`config.mk`:
```
export PLATFORM = sky130hd
export DESIGN_NAME = fdm_eval
export DESIGN_NICKNAME = d
export VERILOG_FILES = /design/src/hdl/fdm_pkg.sv /design/src/hdl/fdm_eval.sv
export SDC_FILE = /design/constraint.sdc
export NUM_CORES = 1
export LEC_CHECK = 0
export ABC_AREA = 1
export ABC_CLOCK_PERIOD_IN_PS = 8800
export BUFFER_PORTS_ARGS = -buffer_cell sky130_fd_sc_hd__buf_2
export CAP_MARGIN = 20
export CORE_ASPECT_RATIO = 1.5
export CORE_MARGIN = 8
export CORE_UTILIZATION = 54
export DETAILED_ROUTE_END_ITERATION = 8
export GPL_TIMING_DRIVEN = 0
export PLACE_DENSITY = 0.95
export SYNTH_ARGS = -nofsm -noshare
export SYNTH_HDL_FRONTEND = slang
export SYNTH_SLANG_ARGS = --single-unit
```
`constraint.sdc`:
```
create_clock -name vclk -period 8.8
set_input_delay 1.76 -clock vclk [all_inputs]
set_output_delay 1.76 -clock vclk [all_outputs]
set_load 0.05 [all_outputs]
```
`src/hdl/fdm_pkg.sv`:
```
// Shared types, constants and drive-type table for the floppy drive mechanism model.
// No dependencies; imported by fdm_eval and floppy_drive_mechanism_model.
package fdm_pkg;

	localparam int TRACK_W    = 7;
	localparam int STEP_W     = 8;
	localparam int TYPE_W     = 4;
	localparam int FLAG_W     = 10;
	localparam int LAST_TRACK = 86;

	localparam int F_RPM300 = 0;
	localparam int F_RPM360 = 1;
	localparam int F_525    = 2;
	localparam int F_HOLE0  = 3;
	localparam int F_HOLE1  = 4;
	localparam int F_HOLE2  = 5;
	localparam int F_DSTEP  = 6;
	localparam int F_INVDS  = 7;
	localparam int F_PS2    = 9;

	typedef enum logic [1:0] {
		REQ_STEP    = 2'd0,
		REQ_FORCE   = 2'd1,
		REQ_DENSITY = 2'd2,
		REQ_HEAD    = 2'd3
	} req_kind_t;

	typedef enum logic [1:0] {
		MEDIA_DD = 2'd0,
		MEDIA_HD = 2'd1,
		MEDIA_ED = 2'd2,
		MEDIA_NA = 2'd3
	} media_t;

	typedef enum logic [2:0] {
		REG_DRIVE0 = 3'd0,
		REG_DRIVE1 = 3'd1,
		REG_DRIVE2 = 3'd2,
		REG_DRIVE3 = 3'd3,
		REG_SWAP   = 3'd4
	} reg_idx_t;

	typedef struct packed {
		req_kind_t             kind;
		logic signed [STEP_W-1:0] step;
		logic                  density;
		logic                  head;
		media_t                media;
	} req_t;

	typedef struct packed {
		logic [TRACK_W-1:0] cur_track;
		logic               at_track_zero;
		logic               spin_360;
		logic               media_readable;
		logic               seek_done;
		logic               clear_disk_change;
		logic               cur_head;
		logic               five_inch;
		logic               double_step;
	} res_t;

	function automatic logic [TRACK_W-1:0] type_max(input logic [TYPE_W-1:0] t);
		logic [TRACK_W-1:0] m;
		unique case (t)
			4'd1:                                       m = 7'd43;
			4'd2, 4'd3, 4'd4, 4'd5, 4'd6, 4'd7, 4'd8, 4'd9: m = 7'd86;
			default:                                    m = 7'd0;
		endcase
		return m;
	endfunction

	function automatic logic [FLAG_W-1:0] type_flags(input logic [TYPE_W-1:0] t);
		logic [FLAG_W-1:0] f;
		f = '0;
		unique case (t)
			4'd1: begin
				f[F_RPM300] = 1'b1; f[F_525] = 1'b1; f[F_HOLE0] = 1'b1;
			end
			4'd2: begin
				f[F_RPM360] = 1'b1; f[F_525] = 1'b1; f[F_HOLE0] = 1'b1;
				f[F_HOLE1] = 1'b1; f[F_DSTEP] = 1'b1;
			end
			4'd3: begin
				f[F_RPM300] = 1'b1; f[F_RPM360] = 1'b1; f[F_525] = 1'b1;
				f[F_HOLE0] = 1'b1; f[F_HOLE1] = 1'b1; f[F_DSTEP] = 1'b1;
			end
			4'd4: begin
				f[F_RPM300] = 1'b1; f[F_HOLE0] = 1'b1; f[F_DSTEP] = 1'b1;
			end
			4'd5: begin
				f[F_RPM300] = 1'b1; f[F_HOLE0] = 1'b1; f[F_HOLE1] = 1'b1;
				f[F_DSTEP] = 1'b1; f[F_INVDS] = 1'b1; f[F_PS2] = 1'b1;
			end
			4'd6: begin
				f[F_RPM300] = 1'b1; f[F_HOLE0] = 1'b1; f[F_HOLE1] = 1'b1;
				f[F_DSTEP] = 1'b1;
			end
			4'd7: begin
				f[F_RPM300] = 1'b1; f[F_RPM360] = 1'b1; f[F_HOLE0] = 1'b1;
				f[F_HOLE1] = 1'b1; f[F_DSTEP] = 1'b1; f[F_INVDS] = 1'b1;
			end
			4'd8: begin
				f[F_RPM300] = 1'b1; f[F_RPM360] = 1'b1; f[F_HOLE0] = 1'b1;
				f[F_HOLE1] = 1'b1; f[F_DSTEP] = 1'b1;
			end
			4'd9: begin
				f[F_RPM300] = 1'b1; f[F_HOLE0] = 1'b1; f[F_HOLE1] = 1'b1;
				f[F_HOLE2] = 1'b1; f[F_DSTEP] = 1'b1;
			end
			default: f = '0;
		endcase
		return f;
	endfunction

endpackage

```
`src/hdl/fdm_eval.sv`:
```
// Request evaluation for one drive: seek clamp, head and density update, result flags.
// Depends on fdm_pkg for the request/result types and the drive-type table.
module fdm_eval import fdm_pkg::*; (
	input  req_t               req,
	input  logic [TYPE_W-1:0]  dtype,
	input  logic [TRACK_W-1:0] track,
	input  logic               head,
	input  logic               density,
	output logic [TRACK_W-1:0] track_nx,
	output logic               head_nx,
	output logic               density_nx,
	output res_t               res
);

	logic [FLAG_W-1:0]        flags;
	logic [TRACK_W-1:0]       maxt;
	logic signed [TRACK_W+1:0] sum;
	logic                     do_seek;
	logic                     rpm;
	logic                     readable;

	always_comb begin
		flags   = type_flags(dtype);
		maxt    = type_max(dtype);
		sum     = $signed({2'b00, track}) + $signed({req.step[STEP_W-1], req.step});
		do_seek = (req.kind == REQ_FORCE) || ((req.kind == REQ_STEP) && (req.step != '0));

		track_nx = track;
		if (do_seek) begin
			priority if (sum < 0)
				track_nx = '0;
			else if (sum > $signed({2'b00, maxt}))
				track_nx = maxt;
			else
				track_nx = sum[TRACK_W-1:0];
		end
		head_nx    = (req.kind == REQ_HEAD) ? req.head : head;
		density_nx = (req.kind == REQ_DENSITY) ? req.density : density;

		priority if (!flags[F_RPM360])
			rpm = 1'b0;
		else if (!flags[F_RPM300])
			rpm = 1'b1;
		else if (flags[F_525])
			rpm = density_nx;
		else if (req.media == MEDIA_HD)
			rpm = ~density_nx;
		else
			rpm = 1'b0;

		unique case (req.media)
			MEDIA_DD: readable = flags[F_HOLE0];
			MEDIA_HD: readable = flags[F_HOLE1];
			MEDIA_ED: readable = flags[F_HOLE2];
			default:  readable = 1'b0;
		endcase

		res.cur_track         = track_nx;
		res.at_track_zero     = (maxt != '0) && (track_nx == '0);
		res.spin_360          = rpm;
		res.media_readable    = readable;
		res.seek_done         = do_seek;
		res.clear_disk_change = do_seek && (req.kind == REQ_STEP);
		res.cur_head          = head_nx;
		res.five_inch         = flags[F_525];
		res.double_step       = flags[F_DSTEP];
	end

endmodule

```
==> results of run 1 <==
-- synth_stat cells --
library cell  number
a21oi_1            9
xnor2_1            1
nor2_4             1
fa_1               1
nor4_1             1
o21bai_1           1
a31oi_1            3
buf_4             11
xor2_1             4
inv_1             32
nand2_4            3
nor3_1             3
nor2_1            25
o21ai_1            1
o21ai_2            1
or3_1              1
o311a_1            1
o32ai_1            1
nor2_2             1
a21o_1             1
nand3_1           12
inv_2              3
nand3b_1           1
ha_1              14
a21oi_2            2
nand2_1           48
a311oi_1           1
a41oi_2            1
nand2_2            6
nand4_2            1
-- stage by stage --
stage,instances,power (mW)
CTS,264,0.1532
finish,264,0.1531
global placement,264,0.1485
global route,264,0.1675
detailed placement,264,0.1529
floorplan,191,0.1184
-- where the power goes --
group,switching (mW),internal [mW],leakage (nW)
clock,0,0,0
sequential,0,0,0
combinational,0.105,0.0481,0.863
total,0.105,0.0481,0.863
-- layer usage --
metal | share of wire [%] | vias up
met4 | 4.7 | 0
met2 | 55 | 53
met3 | 4.8 | 16
met5 | 0 | -
li1 | - | 707
met1 | 35 | 603
-- critical path: cells and delay by family --
| family | cells | cell delay (ps) |
|---|---|---|
| compound gates | 3 | 540 |
| xor+xnor | 1 | 190 |
| fa+ha+maj | 3 | 960 |
| buf+inv | 4 | 510 |
| simple gates | 10 | 820 |
-- kinds of logic (layout without fill, tap and decap cells) --
family / count (synthesis) / after routing / share of synthesized area (%)
AO/OA/AOI/OAI: 22 / 22 / 14.29
XOR/XNOR: 5 / 5 / 4.065
adder cells (fa/ha/maj): 15 / 15 / 18.12
buffers and inverters: 46 / 97 / 19.86
AND/OR/NAND/NOR: 103 / 103 / 43.67
-- final timing paths --
| kind | from | end | slack, ps |
|---|---|---|---|
| setup / recovery | req[4] | res[7] | 2250 |
| hold / removal | req[12] | res[3] | 3900 |
-- layout make-up --
cell class / instances / area [µm²] / area share (%)
inverters: 35 / 131.4 / 9.660
well taps: 22 / 27.53 / 2.024
multi-input cells: 145 / 863.3 / 63.48
repair buffers: 51 / 255.2 / 18.77
plain buffers: 11 / 82.58 / 6.072
==> flow_metrics.tcl, run 1 <==
set metrics [dict create \
    outcome "finished clean" \
    vias_per_cell 5.223 \
    hold_class "in -> out" \
    critPathLaunchType "input port" \
    post-route-util_pct 69.68 \
    synth_area_leaders "nand2_1 (17%), ha_1 (16%), inv_1 (11%)" \
    coreArea_mm2 0.001952 \
    hold_viol 0 \
    synth_nets 233 \
    maxSlewViolCount 0 \
    seq_area_frac_synth_pct 0 \
    synth_area_mm2 0.001077 \
    syn2layout_area_growth_pct 26.25 \
    fin_area_mm2 0.001360 \
    wire_per_inst_um 12.20 \
    yosysTopAreaCell "nand2_1" \
    timing.max_cap.violations 0 \
    synthCells 191 \
    drc_errors 0 \
    cp_slowest_stage_delay_ps 430 \
    grt_util_met2_pct 35.10 \
    first_iter_violations 26 \
    groute.layer.met3.usage_pct 2.306 \
    die_h_um 70.70 \
    top_usage_layer "met2" \
    groute.usage.overall_pct 17.64 \
    cp_max_fo 6 \
    dieArea_mm2 0.003710 \
    synth_cell_types 30 \
    layout_commonest_cell "buf_2" \
    initial_core_util_pct 55.19 \
    drt-pass1-iter-count 4 \
    worst-endpoint-arrival_ps 4790 \
    place_congestion 0.9317 \
    drive_above_1_share_pct 33.47 \
    dp_slack_ps 2289 \
    vias 1379 \
    hold_depth 3 \
    critPathRequiredTime_ps 7040 \
    clkbuf_count 0 \
    yosysWarningCount 0 \
    peakVddDrop_uv 73.72 \
    avgSynthCellArea_um2 5.640 \
    rsz0062_at_grt "false" \
    grt_util_met1_pct 15.75 \
    leakage_nw 0.8633 \
    regArea_um2 0 \
    crit_chain "buf_2, ha_1, inv_1, fa_1, o21ai_2, a21o_1, xor2_1, inv_1, ha_1, a21oi_1, nand2_1, nand2_4, nand2_4, nand2_4, nand2_1, nand3_1, nand2_2, nor2_1, nand2_1, nor2_1, buf_2" \
    antenna_found_initial 0 \
    nets 286 \
    crit_path_top_delay_cell "fa_1" \
    fin_tns_setup_ps 0 \
    power.density_mw_per_mm2 112.6 \
    cts_hold_buf 0 \
    io_buffers 51 \
    grt_pass1_vias 1425 \
    wl_mm 3.221 \
    die_x_um 52.47 \
    grt_max_degree 7 \
    io_pins 51 \
    grt-ovfl-total 0 \
    drtAntennaViolNets 0 \
    finalSetupViolCount 0 \
    crit_type "in -> out" \
    final_cell_mix "buf_2 (51), nand2_1 (48), inv_1 (32)" \
    cp-end-kind "output pin" \
    min_period_ps 6548 \
    cts_resized 0 \
    antennaDiodeCount 0 \
    grt_first_pass_wirelength_mm 5.533 \
    cts_setup_buffers 0 \
    tightest_slew_ps 285.2 \
    slew_headroom_pct 80.84 \
    max_freq_mhz 152.7 \
    post_dp_cell_area_mm2 0.001360 \
    dp_hpwl_mm 2.921 \
    rows 20 \
    synth_top_cell_area_share_pct 16.72 \
    worst_slack_ps 2252 \
    seq_cells 0 \
    nFillCells 193 \
    fin_crit_sh_pct 74.41 \
    hold_ws_ps 3899 \
]
Note: power is estimated with default switching activity, not from simulation.
==> inputs of run 2 (changes only) <==
- ABC_CLOCK_PERIOD_IN_PS: 8800 -> 6100
- CORE_UTILIZATION: 54 -> 50
- PLACE_DENSITY: 0.95 -> 0.92
- clock period: 8.8 -> 6.1 ns (I/O delays scaled with it)
==> flow_metrics.tcl, run 2 (synthesis gave the netlist of run 1 again) <==
set metrics [dict create \
    outcome "finished clean" \
    syn2layout_area_growth_pct 26.25 \
    worst-endpoint-arrival_ps 4190 \
    power_frac_clock_pct 0 \
    grt_pass1_vias 1351 \
    drt-pass1-iter-count 4 \
    min_period_ps 5405 \
    drc_errors 0 \
    critPathLaunchType "input port" \
    finalSetupViolCount 0 \
    dieArea_mm2 0.003927 \
    io_buffers 51 \
    dp_slack_ps 681.4 \
    post_dp_cell_area_mm2 0.001360 \
    fin_tns_setup_ps 0 \
    cts_resized 0 \
    fin_cells 264 \
    vias 1368 \
    critPathRequiredTime_ps 4880 \
    grt-ovfl-total 0 \
    slew_headroom_pct 78.86 \
    cts_setup_buffers 0 \
    grt_max_degree 7 \
    peakVddDrop_uv 82.92 \
    nets 286 \
    cts_hold_buf 0 \
    dp_cells 264 \
    regArea_um2 0 \
    wire_per_inst_um 12.19 \
    drive_above_1_share_pct 33.47 \
    rows 20 \
    wl_mm 3.217 \
    coreArea_mm2 0.002027 \
    fin_area_mm2 0.001360 \
    rsz0062_at_grt "false" \
    seq_cells 0 \
    dp_hpwl_mm 2.923 \
    die_h_um 72.85 \
    worst_slack_ps 694.6 \
    crit_type "in -> out" \
    layout_commonest_cell "buf_2" \
    antennaDiodeCount 0 \
    grt_first_pass_wirelength_mm 5.285 \
    fin_crit_sh_pct 88.61 \
    drtAntennaViolNets 0 \
    groute.usage.overall_pct 16.27 \
    leakage_nw 0.8633 \
    final_cell_mix "buf_2 (51), nand2_1 (48), inv_1 (32)" \
    io_pins 51 \
    tightest_slew_ps 314.9 \
    switchingPower_mw 0.1501 \
    vias_per_cell 5.182 \
    timing.max_cap.violations 0 \
    cp-end-kind "output pin" \
    initial_core_util_pct 53.15 \
    antenna_found_initial 0 \
    cp_max_fo 4 \
    clkbuf_count 0 \
    hold_viol 0 \
    max_freq_mhz 185.0 \
    maxSlewViolCount 0 \
    swShare_pct 68.38 \
    die_x_um 53.90 \
    p_comb_share_pct 100.0 \
    seq_power_share_pct 0 \
    power.density_mw_per_mm2 161.4 \
    p_int_mw 0.06942 \
    place_congestion 0.9572 \
    first_iter_violations 29 \
    hold_class "in -> out" \
]
==> run 2: critical path, stage by stage <==
cell and delay [ps]:
buf_2 110, ha_1 220, inv_1 80, fa_1 410, o21ai_2 210, a21o_1 150, xor2_1 200, inv_1 70
ha_1 300, nand2_1 60, inv_1 60, nand2_1 50, nand2_1 90, nand2_4 60, nand2_4 80, nand3_1 120
nand3_1 130, nand2_2 70, nor2_1 100, nand2_1 60, nor2_1 70, buf_2 260
==> run 2: power by group through the flow <==
stage	registers [mW]	logic [mW]	clock network [mW]
2_1_floorplan	0	0.171	0
6_report	0	0.220	0
4_1_cts	0	0.221	0
3_3_place_gp	0	0.215	0
5_1_grt	0	0.240	0
3_5_place_dp	0	0.220	0
==> run 2: stage by stage <==
| step | hold slack (ps) | util, % | total power, mW |
|---|---|---|---|
| 3_3_place_gp | 2817 | 67.10 | 0.2150 |
| 2_1_floorplan | 2617 | - | 0.1708 |
| 5_1_grt | 2858 | 67.10 | 0.2399 |
| 3_5_place_dp | 2822 | 67.10 | 0.2203 |
| 6_report | 2820 | 67.10 | 0.2196 |
| 4_1_cts | 2823 | 67.10 | 0.2207 |
==> run 2: path summary, 6_finish.rpt <==
check,startpoint,to,slack [ps],cells past startpoint
worst max-delay path,req[4],res[7],690,22
worst min-delay path,req[12],res[3],2820,3
==> run 2: layout make-up <==
class | instances | area, µm²
inverter | 35 | 131.4
fill | 201 | 666.9
tap | 22 | 27.53
buffer | 11 | 82.58
multi-input combinational | 145 | 863.3
timing repair buffer | 51 | 255.2
==> run 2: routing by layer <==
metal	part of all wire (%)	up-vias	track usage, %	wire, µm
met5	0	-	0	0
met4	3.5	0	5.634	113
met3	6.4	8	1.837	206
met2	54	58	32.34	1722
met1	37	602	15.59	1175
li1	-	700	-	-
